$ cat src/rtl/dsa_pkg.sv
// Shared types and codes for the descriptor slot allocator.
`default_nettype none

package dsa_pkg;

    // Request modes
    localparam logic [1:0] MODE_ALLOC       = 2'd0;
    localparam logic [1:0] MODE_RELEASE     = 2'd1;
    localparam logic [1:0] MODE_RELEASE_ALL = 2'd2;
    localparam logic [1:0] MODE_LOCATE      = 2'd3;

    // Result status codes
    localparam logic [1:0] ST_OK        = 2'd0;
    localparam logic [1:0] ST_EMPTY     = 2'd1;
    localparam logic [1:0] ST_RANGE     = 2'd2;
    localparam logic [1:0] ST_SLOT_FREE = 2'd3;

    // Configuration register indexes
    localparam logic [1:0] CFG_SET_COUNT   = 2'd0;
    localparam logic [1:0] CFG_SET_STRIDE  = 2'd1;
    localparam logic [1:0] CFG_BASE_OFFSET = 2'd2;
    localparam logic [1:0] CFG_DESC_STRIDE = 2'd3;

    localparam int CFG_DATA_W = 16;
    localparam int OFFSET_W   = 25;

    typedef struct packed {
        logic [1:0] mode;
        logic [7:0] slot_index;
        logic [7:0] binding_index;
    } req_t;

    typedef struct packed {
        logic [1:0]          status;
        logic [5:0]          granted_slot;
        logic [OFFSET_W-1:0] byte_offset;
        logic [6:0]          free_count;
    } rsp_t;

    // Locate operands handed to the offset pipeline
    typedef struct packed {
        logic       ok;
        logic [7:0] slot_index;
        logic [7:0] binding_index;
    } off_req_t;

    // Address geometry registers seen by the offset pipeline
    typedef struct packed {
        logic [15:0] set_stride;
        logic [15:0] base_offset;
        logic [8:0]  descriptor_stride;
    } off_cfg_t;

endpackage

`default_nettype wire

$ cat src/rtl/descriptor_slot_allocator_core.sv
// Top level of the descriptor slot allocator: LIFO free list of slot indices.
// Takes one item per cycle (busy never rises); each item gives one result,
// strobed on rsp_valid from the result register after stages A and B, which
// run alongside the locate multiply-add pipeline; the free list updates on acceptance.
// Asynchronous reset, no clearing pass: min(SLOTS, 64) slots free, slot 0 on top.
`default_nettype none

module descriptor_slot_allocator_core #(
    parameter int SLOTS = 64
) (
    input  wire                            clk,
    input  wire                            rst_n,
    input  wire                            start,
    output logic                           busy,
    input  dsa_pkg::req_t                  req,
    output logic                           rsp_valid,
    output dsa_pkg::rsp_t                  rsp,
    input  wire                            cfg_valid,
    output logic                           cfg_ready,
    input  wire [1:0]                      cfg_index,
    input  wire [dsa_pkg::CFG_DATA_W-1:0]  cfg_data
);
    import dsa_pkg::*;

    localparam int IW = (SLOTS > 1) ? $clog2(SLOTS) : 1;  // slot / stack index width
    localparam int DW = $clog2(SLOTS + 1);                // stack depth width
    localparam int N0 = (SLOTS < 64) ? SLOTS : 64;        // slots filled at reset
    localparam logic [8:0]    SLOTS_W = 9'(SLOTS);
    localparam logic [IW-1:0] RESET_TOP_SUM = IW'(N0 - 1);

    // ------------------------------------------------------------------
    // Configuration registers; the port never stalls.
    // ------------------------------------------------------------------
    logic [6:0]  set_count_reg;
    logic [15:0] set_stride_reg;
    logic [15:0] base_offset_reg;
    logic [8:0]  desc_stride_reg;

    assign cfg_ready = 1'b1;
    assign busy      = 1'b0;

    always_ff @(posedge clk or negedge rst_n)
    begin
        if (!rst_n)
        begin
            set_count_reg   <= 7'd64;
            set_stride_reg  <= 16'd64;
            base_offset_reg <= 16'd0;
            desc_stride_reg <= 9'd16;
        end
        else if (cfg_valid && cfg_ready)
        begin
            case (cfg_index)
                CFG_SET_COUNT:   set_count_reg   <= cfg_data[6:0];
                CFG_SET_STRIDE:  set_stride_reg  <= cfg_data;
                CFG_BASE_OFFSET: base_offset_reg <= cfg_data;
                CFG_DESC_STRIDE: desc_stride_reg <= cfg_data[8:0];
                default:         ;
            endcase
        end
    end

    // Effective slot count: set_count clamped to the capacity.
    logic [8:0]    eff9;
    logic [DW-1:0] eff_count;

    assign eff9      = ({2'b00, set_count_reg} > SLOTS_W) ? SLOTS_W : {2'b00, set_count_reg};
    assign eff_count = DW'(eff9);

    // ------------------------------------------------------------------
    // Free list state.
    // The stack lives in a RAM. Each stack entry has a written bit; an entry
    // not written since the last fill reads as the fill pattern (descending
    // after reset, ascending after release-all), so a fill needs no pass over the RAM.
    // The current top is held in top_reg, or comes from the RAM read port
    // when the last pop left a written entry on top.
    // ------------------------------------------------------------------
    logic [DW-1:0]    depth_reg;
    logic [SLOTS-1:0] slot_free_reg;
    logic [SLOTS-1:0] written_reg;
    logic             desc_fill_reg;
    logic [IW-1:0]    top_reg;
    logic             top_from_ram_reg;

    logic [IW-1:0] ram_rdata;
    logic [IW-1:0] ram_raddr;
    logic [IW-1:0] top_val;

    logic          accept;
    logic          in_range;
    logic          slot_is_free;
    logic          do_pop;
    logic          do_push;
    logic          do_refill;
    logic          locate_ok;
    logic [1:0]    status_c;
    logic [5:0]    granted_c;
    logic [DW-1:0] depth_next;
    logic [IW-1:0] pop_top_idx;
    logic [IW-1:0] pop_fill_val;
    logic [IW-1:0] push_addr;

    assign accept       = start && !busy;
    assign in_range     = {1'b0, req.slot_index} < eff9;
    assign slot_is_free = slot_free_reg[req.slot_index[IW-1:0]];
    assign top_val      = top_from_ram_reg ? ram_rdata : top_reg;
    assign pop_top_idx  = IW'(depth_reg - DW'(2));
    assign pop_fill_val = desc_fill_reg ? (RESET_TOP_SUM - pop_top_idx) : pop_top_idx;
    assign push_addr    = IW'(depth_reg);
    assign ram_raddr    = IW'(depth_next - DW'(1));

    always_comb
    begin
        status_c   = ST_OK;
        granted_c  = '0;
        depth_next = depth_reg;
        do_pop     = 1'b0;
        do_push    = 1'b0;
        do_refill  = 1'b0;
        locate_ok  = 1'b0;
        if (accept)
        begin
            case (req.mode)
                MODE_ALLOC:
                begin
                    if (depth_reg == '0)
                    begin
                        status_c = ST_EMPTY;
                    end
                    else
                    begin
                        do_pop     = 1'b1;
                        granted_c  = 6'(top_val);
                        depth_next = depth_reg - DW'(1);
                    end
                end
                MODE_RELEASE:
                begin
                    if (!in_range)
                    begin
                        status_c = ST_RANGE;
                    end
                    else if (slot_is_free)
                    begin
                        status_c = ST_SLOT_FREE;
                    end
                    else if (depth_reg != DW'(SLOTS))
                    begin
                        do_push    = 1'b1;
                        depth_next = depth_reg + DW'(1);
                    end
                end
                MODE_RELEASE_ALL:
                begin
                    do_refill  = 1'b1;
                    depth_next = eff_count;
                end
                MODE_LOCATE:
                begin
                    if (!in_range)
                    begin
                        status_c = ST_RANGE;
                    end
                    else if (slot_is_free)
                    begin
                        status_c = ST_SLOT_FREE;
                    end
                    else
                    begin
                        locate_ok = 1'b1;
                    end
                end
                default: ;
            endcase
        end
    end

    dsa_ram #(
        .WIDTH (IW),
        .DEPTH (SLOTS)
    ) u_stack_ram (
        .clk   (clk),
        .we    (do_push),
        .waddr (push_addr),
        .wdata (req.slot_index[IW-1:0]),
        .raddr (ram_raddr),
        .rdata (ram_rdata)
    );

    // Update depth, membership bits and the top-of-stack tracking.
    always_ff @(posedge clk or negedge rst_n)
    begin
        if (!rst_n)
        begin
            depth_reg        <= DW'(N0);
            written_reg      <= '0;
            desc_fill_reg    <= 1'b1;
            top_reg          <= '0;
            top_from_ram_reg <= 1'b0;
            for (int i = 0; i < SLOTS; i++)
            begin
                slot_free_reg[i] <= (i < N0);
            end
        end
        else
        begin
            depth_reg <= depth_next;
            if (do_pop)
            begin
                slot_free_reg[top_val] <= 1'b0;
                top_reg                <= pop_fill_val;
                top_from_ram_reg       <= written_reg[pop_top_idx];
            end
            else if (do_push)
            begin
                slot_free_reg[req.slot_index[IW-1:0]] <= 1'b1;
                written_reg[push_addr]                <= 1'b1;
                top_reg                               <= req.slot_index[IW-1:0];
                top_from_ram_reg                      <= 1'b0;
            end
            else if (do_refill)
            begin
                written_reg      <= '0;
                desc_fill_reg    <= 1'b0;
                top_reg          <= IW'(eff_count - DW'(1));
                top_from_ram_reg <= 1'b0;
                for (int i = 0; i < SLOTS; i++)
                begin
                    slot_free_reg[i] <= (9'(i) < eff9);
                end
            end
        end
    end

    // ------------------------------------------------------------------
    // Result pipeline: stage A holds the decision, the offset unit adds two
    // more stages, and the sideband fields ride along to the result register.
    // ------------------------------------------------------------------
    logic       a_valid_reg;
    logic       b_valid_reg;
    logic       r_valid_reg;
    logic [1:0] a_status_reg;
    logic [1:0] b_status_reg;
    logic [1:0] r_status_reg;
    logic [5:0] a_granted_reg;
    logic [5:0] b_granted_reg;
    logic [5:0] r_granted_reg;
    logic [6:0] a_free_reg;
    logic [6:0] b_free_reg;
    logic [6:0] r_free_reg;
    off_req_t   a_off_reg;
    off_cfg_t   off_cfg;
    logic [OFFSET_W-1:0] offset_out;

    always_ff @(posedge clk or negedge rst_n)
    begin
        if (!rst_n)
        begin
            a_valid_reg <= 1'b0;
            b_valid_reg <= 1'b0;
            r_valid_reg <= 1'b0;
        end
        else
        begin
            a_valid_reg <= accept;
            b_valid_reg <= a_valid_reg;
            r_valid_reg <= b_valid_reg;
        end
    end

    always_ff @(posedge clk)
    begin
        a_status_reg            <= status_c;
        a_granted_reg           <= granted_c;
        a_free_reg              <= 7'(depth_next);
        a_off_reg.ok            <= locate_ok;
        a_off_reg.slot_index    <= req.slot_index;
        a_off_reg.binding_index <= req.binding_index;
        b_status_reg            <= a_status_reg;
        b_granted_reg           <= a_granted_reg;
        b_free_reg              <= a_free_reg;
        r_status_reg            <= b_status_reg;
        r_granted_reg           <= b_granted_reg;
        r_free_reg              <= b_free_reg;
    end

    assign off_cfg.set_stride        = set_stride_reg;
    assign off_cfg.base_offset       = base_offset_reg;
    assign off_cfg.descriptor_stride = desc_stride_reg;

    dsa_offset u_offset (
        .clk         (clk),
        .off_req     (a_off_reg),
        .off_cfg     (off_cfg),
        .byte_offset (offset_out)
    );

    assign rsp_valid        = r_valid_reg;
    assign rsp.status       = r_status_reg;
    assign rsp.granted_slot = r_granted_reg;
    assign rsp.byte_offset  = offset_out;
    assign rsp.free_count   = r_free_reg;

    // ------------------------------------------------------------------
    // Assertions
    // ------------------------------------------------------------------
    a_result_follows: assert property (@(posedge clk) disable iff (!rst_n)
        accept |-> ##3 rsp_valid)
        else $error("accepted item gave no result after three cycles");

    a_no_phantom: assert property (@(posedge clk) disable iff (!rst_n)
        rsp_valid |-> $past(accept, 3))
        else $error("result strobe without an accepted item");

    a_depth_bound: assert property (@(posedge clk) disable iff (!rst_n)
        depth_reg <= DW'(SLOTS))
        else $error("free list depth above capacity");

    a_pop_depth: assert property (@(posedge clk) disable iff (!rst_n)
        (accept && req.mode == MODE_ALLOC && depth_reg != '0)
            |=> depth_reg == $past(depth_reg) - DW'(1))
        else $error("allocate did not pop exactly one entry");

endmodule

`default_nettype wire

$ cat src/rtl/dsa_ram.sv
// Generic single-write, single-read RAM with registered read data.
`default_nettype none

module dsa_ram #(
    parameter int WIDTH = 8,
    parameter int DEPTH = 64
) (
    input  wire                                       clk,
    input  wire                                       we,
    input  wire [((DEPTH > 1) ? $clog2(DEPTH) : 1)-1:0] waddr,
    input  wire [WIDTH-1:0]                           wdata,
    input  wire [((DEPTH > 1) ? $clog2(DEPTH) : 1)-1:0] raddr,
    output logic [WIDTH-1:0]                          rdata
);

    logic [WIDTH-1:0] mem [DEPTH];

    always_ff @(posedge clk)
    begin
        if (we)
        begin
            mem[waddr] <= wdata;
        end
        rdata <= mem[raddr];
    end

endmodule

`default_nettype wire

$ cat src/rtl/dsa_offset.sv
// Two-stage multiply-add pipeline for the locate byte offset.
`default_nettype none

module dsa_offset (
    input  wire                                clk,
    input  dsa_pkg::off_req_t                  off_req,
    input  dsa_pkg::off_cfg_t                  off_cfg,
    output logic [dsa_pkg::OFFSET_W-1:0]       byte_offset
);
    import dsa_pkg::*;

    logic [23:0] slot_prod_reg;
    logic [16:0] bind_prod_reg;
    logic        ok_reg;

    // Stage 1: both products
    always_ff @(posedge clk)
    begin
        slot_prod_reg <= 24'(off_req.slot_index * off_cfg.set_stride);
        bind_prod_reg <= 17'(off_req.binding_index * off_cfg.descriptor_stride);
        ok_reg        <= off_req.ok;
    end

    // Stage 2: sum, zero unless the request was an accepted locate
    always_ff @(posedge clk)
    begin
        if (ok_reg)
        begin
            byte_offset <= OFFSET_W'(off_cfg.base_offset) + OFFSET_W'(slot_prod_reg)
                         + OFFSET_W'(bind_prod_reg);
        end
        else
        begin
            byte_offset <= '0;
        end
    end

endmodule

`default_nettype wire
$ cat config.mk
export PLATFORM = sky130hd
export DESIGN_NAME = descriptor_slot_allocator_core
export DESIGN_NICKNAME = d
export VERILOG_FILES = /design/src/rtl/dsa_pkg.sv /design/src/rtl/descriptor_slot_allocator_core.sv /design/src/rtl/dsa_ram.sv /design/src/rtl/dsa_offset.sv
export SDC_FILE = /design/constraint.sdc
export NUM_CORES = 2
export LEC_CHECK = 0
export BUFFER_PORTS_ARGS = -buffer_cell sky130_fd_sc_hd__buf_4
export CAP_MARGIN = 20
export CORE_MARGIN = 3
export CORE_UTILIZATION = 35
export CTS_CLUSTER_DIAMETER = 60
export DETAILED_ROUTE_END_ITERATION = 8
export GPL_ROUTABILITY_DRIVEN = 0
export SYNTH_ARGS = -nofsm -noshare
export SYNTH_HDL_FRONTEND = slang
export SYNTH_SLANG_ARGS = --single-unit
$ cat constraint.sdc
create_clock -name clk -period 6.8 [get_ports clk]
set_input_delay 1.02 -clock clk [delete_from_list [all_inputs] [get_ports clk]]
set_output_delay 1.02 -clock clk [all_outputs]
set_load 0.005 [all_outputs]
==> impl_table.tex <==
\begin{tabular}{lr}
\hline
Metric & Value \\
\hline
\multicolumn{2}{l}{\textbf{Routing}} \\
\quad Detail-routed via count per cell & 5.27 \\
\quad Routed metal-1 wire length & 41500 µm \\
\quad Vias post-DR & 23200 \\
\quad DRC violations left & 0 \\
\quad Final WL & 96000 µm \\
\quad Routed wire length on met2 & 44800 µm \\
\quad Routed length on met3 & 6990 µm \\
\quad Top metal layer carrying routed signals & met5 \\
\quad Drt pass-1 iters & 7 \\
\quad Iteration-0 DRC Markers & 2438 \\
\quad Avg WL per Cell & 21.8 µm \\
\quad DRT antenna net count & 0 \\
\multicolumn{2}{l}{\textbf{Floorplan}} \\
\quad Width of the die & 328 µm \\
\quad Y dimension of the die & 328 µm \\
\quad Die area & 108000 µm² \\
\quad Core outline area & 102000 µm² \\
\quad Ports placed on the boundary & 83 \\
\quad Starting utilization of the core area & 0.355 \\
\quad Num rows & 117 \\
\multicolumn{2}{l}{\textbf{Worst hold path}} \\
\quad Worst hold stages & 0 \\
\quad Worst min-delay path class & register to register \\
\quad Launch instance of the worst min-delay path & a\_granted\_reg[1] \\
\quad Worst Hold Endpoint & b\_granted\_reg[1] \\
\multicolumn{2}{l}{\textbf{Finish}} \\
\quad Flip-flop and latch area & 19200 µm² \\
\quad Signed area change from the synthesized netlist to the final layout & 14.3\% \\
\quad Number of flip-flops in the largest register & 384 \\
\quad Fill cells & 9513 \\
\quad Post-layout utilization of the core & 0.406 \\
\quad Final non-filler cell total & 4400 \\
\quad Layout Nets & 3259 \\
\quad Share of layout cells above drive strength 1 & 0.195 \\
\quad Area of the multi-input gates & 15800 µm² \\
\quad Post-route cell area & 41500 µm² \\
\multicolumn{2}{l}{\textbf{Power and ir drop}} \\
\quad Ratio of total power to cell area & 430 nW/µm² \\
\quad Leak & 16.0 nW \\
\quad Total power & 17.8 mW \\
\quad Maximum vdd drop & 0.285 mV \\
\multicolumn{2}{l}{\textbf{Placement}} \\
\quad Placed insts & 4245 \\
\quad Count of input and output buffers & 80 \\
\quad Post-placement cell area & 38700 µm² \\
\quad HPWL after detailed placement & 63900 µm \\
\quad Place WS & 0.456 ns \\
\multicolumn{2}{l}{\textbf{Setup path}} \\
\quad Capturing element type of the critical path & register \\
\quad Slowest cell on the critical path & sky130\_fd\_sc\_hd\_\_dfxtp\_1 \\
\quad Arrival time reported for the critical path endpoint & 6.39 ns \\
\quad Worst reg2reg startpoint & a\_off\_reg[13] \\
\quad Worst setup path class & register to register \\
\quad Largest fanout on the critical path & 16 \\
\quad Kind of cell adding the most delay to the critical path & adder cells \\
\quad FF-to-FF End & u\_offset.slot\_prod\_reg[23] \\
\quad Sort of element at the start of the critical path & register \\
\quad FF-to-FF path depth & 19 \\
\quad Total buffers and inverters traversed by the critical path & 3 \\
\quad Cells traversed along the worst timing path & nand2\_1, fa\_1, fa\_1, inv\_1, fa\_1, inv\_1, fa\_1, inv\_1, ha\_1, a21boi\_0, o21ai\_0, a21boi\_0, o21ai\_0, a21oi\_1, o31ai\_1, o2111ai\_1, a31o\_2, a21oi\_1, xnor2\_1 \\
\quad Stage delay of the slowest cell on the critical path & 0.75 ns \\
\quad Most repeated library cell on the critical path & sky130\_fd\_sc\_hd\_\_fa\_1 \\
\quad Critical path required time & 7.37 ns \\
\quad Minimum setup slack among reg-to-reg paths & 0.99 ns \\
\multicolumn{2}{l}{\textbf{Clock tree}} \\
\quad Total clock buffers created by CTS & 82 \\
\quad Clk\_lat worst skew & 0.68 ns \\
\quad Gates resized, CTS repair & 0 \\
\quad Setup Buffers After CTS & 0 \\
\quad Clock-pin slew on the worst setup and hold paths & 0.06 ns \\
\quad Number of buffers between clock root and the deepest sink & 3 \\
\quad Clock tree from TritonCTS & yes \\
\quad Hold buffers post-CTS & 0 \\
\quad \# H-tree levels & 3 \\
\quad Cell chosen for the clock root & sky130\_fd\_sc\_hd\_\_clkbuf\_16 \\
\quad \# clock sinks & 713 \\
\multicolumn{2}{l}{\textbf{Job}} \\
\quad Max-capacitance violation count & 0 \\
\multicolumn{2}{l}{\textbf{Synthesis}} \\
\quad Yosys warns & 0 \\
\quad Post-synth net total & 3160 \\
\quad Top cells by instance count after synthesis & 384 x sky130\_fd\_sc\_hd\_\_edfxtp\_1, 288 x sky130\_fd\_sc\_hd\_\_nor2\_1, 216 x sky130\_fd\_sc\_hd\_\_inv\_1 \\
\quad Synth top area share & 0.318 \\
\quad Number of enable-type register cells in the synthesized netlist & 384 \\
\quad Register bit total from synthesis & 713 \\
\quad Count leader, synth & sky130\_fd\_sc\_hd\_\_edfxtp\_1 \\
\quad Part of the Yosys area used for sequential elements & 0.528 \\
\quad Number of unique standard cell types used by synthesis & 82 \\
\quad Synthesized area divided by synthesized cell count & 12.7 µm² \\
\quad Combined area of all synthesized cells & 36300 µm² \\
\quad Async set-reset flop share out of synthesis & 0.272 \\
\quad Cell count after synthesis & 2862 \\
\quad Largest area contributor in the synthesized netlist & sky130\_fd\_sc\_hd\_\_edfxtp\_1 \\
\quad Commonest register cell after synthesis & sky130\_fd\_sc\_hd\_\_edfxtp\_1 \\
\quad Most area-consuming cells after synthesis & sky130\_fd\_sc\_hd\_\_edfxtp\_1 32\%, sky130\_fd\_sc\_hd\_\_mux4\_2 8.9\%, sky130\_fd\_sc\_hd\_\_dfrtp\_1 8.6\%, sky130\_fd\_sc\_hd\_\_fa\_1 7.9\%, sky130\_fd\_sc\_hd\_\_dfxtp\_1 7.4\% \\
\multicolumn{2}{l}{\textbf{STA}} \\
\quad Final setup viols & 0 \\
\quad Slew Limit Headroom & 0.228 \\
\quad Final Max Slew Viols & 0 \\
\quad Post-route clock period utilization & 0.855 \\
\quad Worst-case hold slack & 0.324 ns \\
\quad Slew at the pin closest to its max-slew limit & 1.16 ns \\
\quad Fin Setup TNS & 0 ns \\
\quad Final critical-path setup slack & 0.986 ns \\
\quad Highest clock frequency the design can meet & 172 MHz \\
\quad Min cycle time layout & 5.81 ns \\
\quad Final hold viol count & 0 \\
\quad Unrepaired setup endpoints after global routing & no \\
\quad Clock skew & 0.0478 ns \\
\multicolumn{2}{l}{\textbf{Global route}} \\
\quad Aggregate global routing overflow & 0 \\
\quad All-layer global routing usage & 0.180 \\
\quad Global-route wire length before repair & 148000 µm \\
\quad Pin count of the biggest net entering global routing & 104 \\
\quad Antenna violations before repair & 5 \\
\quad Vias in the first global route & 23400 \\
\multicolumn{2}{l}{\textbf{Run status}} \\
\quad Run status & finished, final reports clean \\
\hline
\end{tabular}
-- power by group --
group,switching (mW),internal (mW)
clock,1.88,2.59
sequential,0.479,5.14
combinational,4.28,3.47
-- final cells by class --
type | instances | share of cell area
Multi-Input combinational cell | 1785 | 0.380
Sequential cell | 713 | 0.462
Clock inverter | 51 | 0.0131
Clock buffer | 102 | 0.0535
Tap cell | 1368 | 0.0412
Antenna cell | 2 | 0.000121
Timing Repair Buffer | 160 | 0.0306
Inverter | 219 | 0.0198
-- placed cells by master, fill, tap and decap left out, types with 13 or more instances in the layout --
cell                        count
sky130_fd_sc_hd__o211ai_1      17
sky130_fd_sc_hd__buf_4        154
sky130_fd_sc_hd__mux2i_1       34
sky130_fd_sc_hd__o21ai_0      152
sky130_fd_sc_hd__dfstp_2       69
sky130_fd_sc_hd__clkbuf_16     83
sky130_fd_sc_hd__a211oi_1      61
sky130_fd_sc_hd__clkinv_2      17
sky130_fd_sc_hd__mux4_2       143
sky130_fd_sc_hd__and2_1       124
sky130_fd_sc_hd__fa_1         143
sky130_fd_sc_hd__nand3_1       22
sky130_fd_sc_hd__mux2_2        51
sky130_fd_sc_hd__xor2_1        19
sky130_fd_sc_hd__nor3_1        37
sky130_fd_sc_hd__dfxtp_1      135
sky130_fd_sc_hd__ha_1         114
sky130_fd_sc_hd__xnor2_1       34
sky130_fd_sc_hd__a21oi_1      122
sky130_fd_sc_hd__a311oi_1      13
sky130_fd_sc_hd__edfxtp_1     384
sky130_fd_sc_hd__nor2_1       287
sky130_fd_sc_hd__inv_1        216
sky130_fd_sc_hd__nand2_1      190
sky130_fd_sc_hd__dfrtp_1      125
sky130_fd_sc_hd__nor2b_1       16
-- metal layers --
| metal | vias to the layer above | GRT usage |
|---|---|---|
| li1 | 10500 | - |
| met5 | - | 0 |
| met2 | 820 | 0.284 |
| met3 | 177 | 0.0377 |
| met1 | 11700 | 0.249 |
| met4 | 2 | 0.0549 |
-- worst max-delay path by stage --
| stage | cells after the start | startpoint | slack (ns) | endpoint |
|---|---|---|---|---|
| after floorplan | 18 | req[8] | 1.45 | u_stack_ram.rdata[2] |
| after global placement | 13 | req[9] | 0.56 | u_stack_ram.rdata[0] |
| after detailed placement | 13 | req[9] | 0.46 | u_stack_ram.rdata[0] |
| final | 19 | a_off_reg[13] | 0.99 | u_offset.slot_prod_reg[23] |
| after global routing | 19 | a_off_reg[15] | 0.57 | u_offset.slot_prod_reg[23] |
| after CTS | 19 | a_off_reg[13] | 0.93 | u_offset.slot_prod_reg[23] |
-- cell families after synthesis --
kind of cell	share of synthesized area
and+or+nand+nor	0.0953
DFF	0.528
AOI/OAI and AO/OA	0.0841
buffers and inverters	0.0396
adders and majority gates	0.118
muxes	0.120
xor gates and xnor gates	0.0140
other	0.000207
Power figures use the tool's default switching activity.
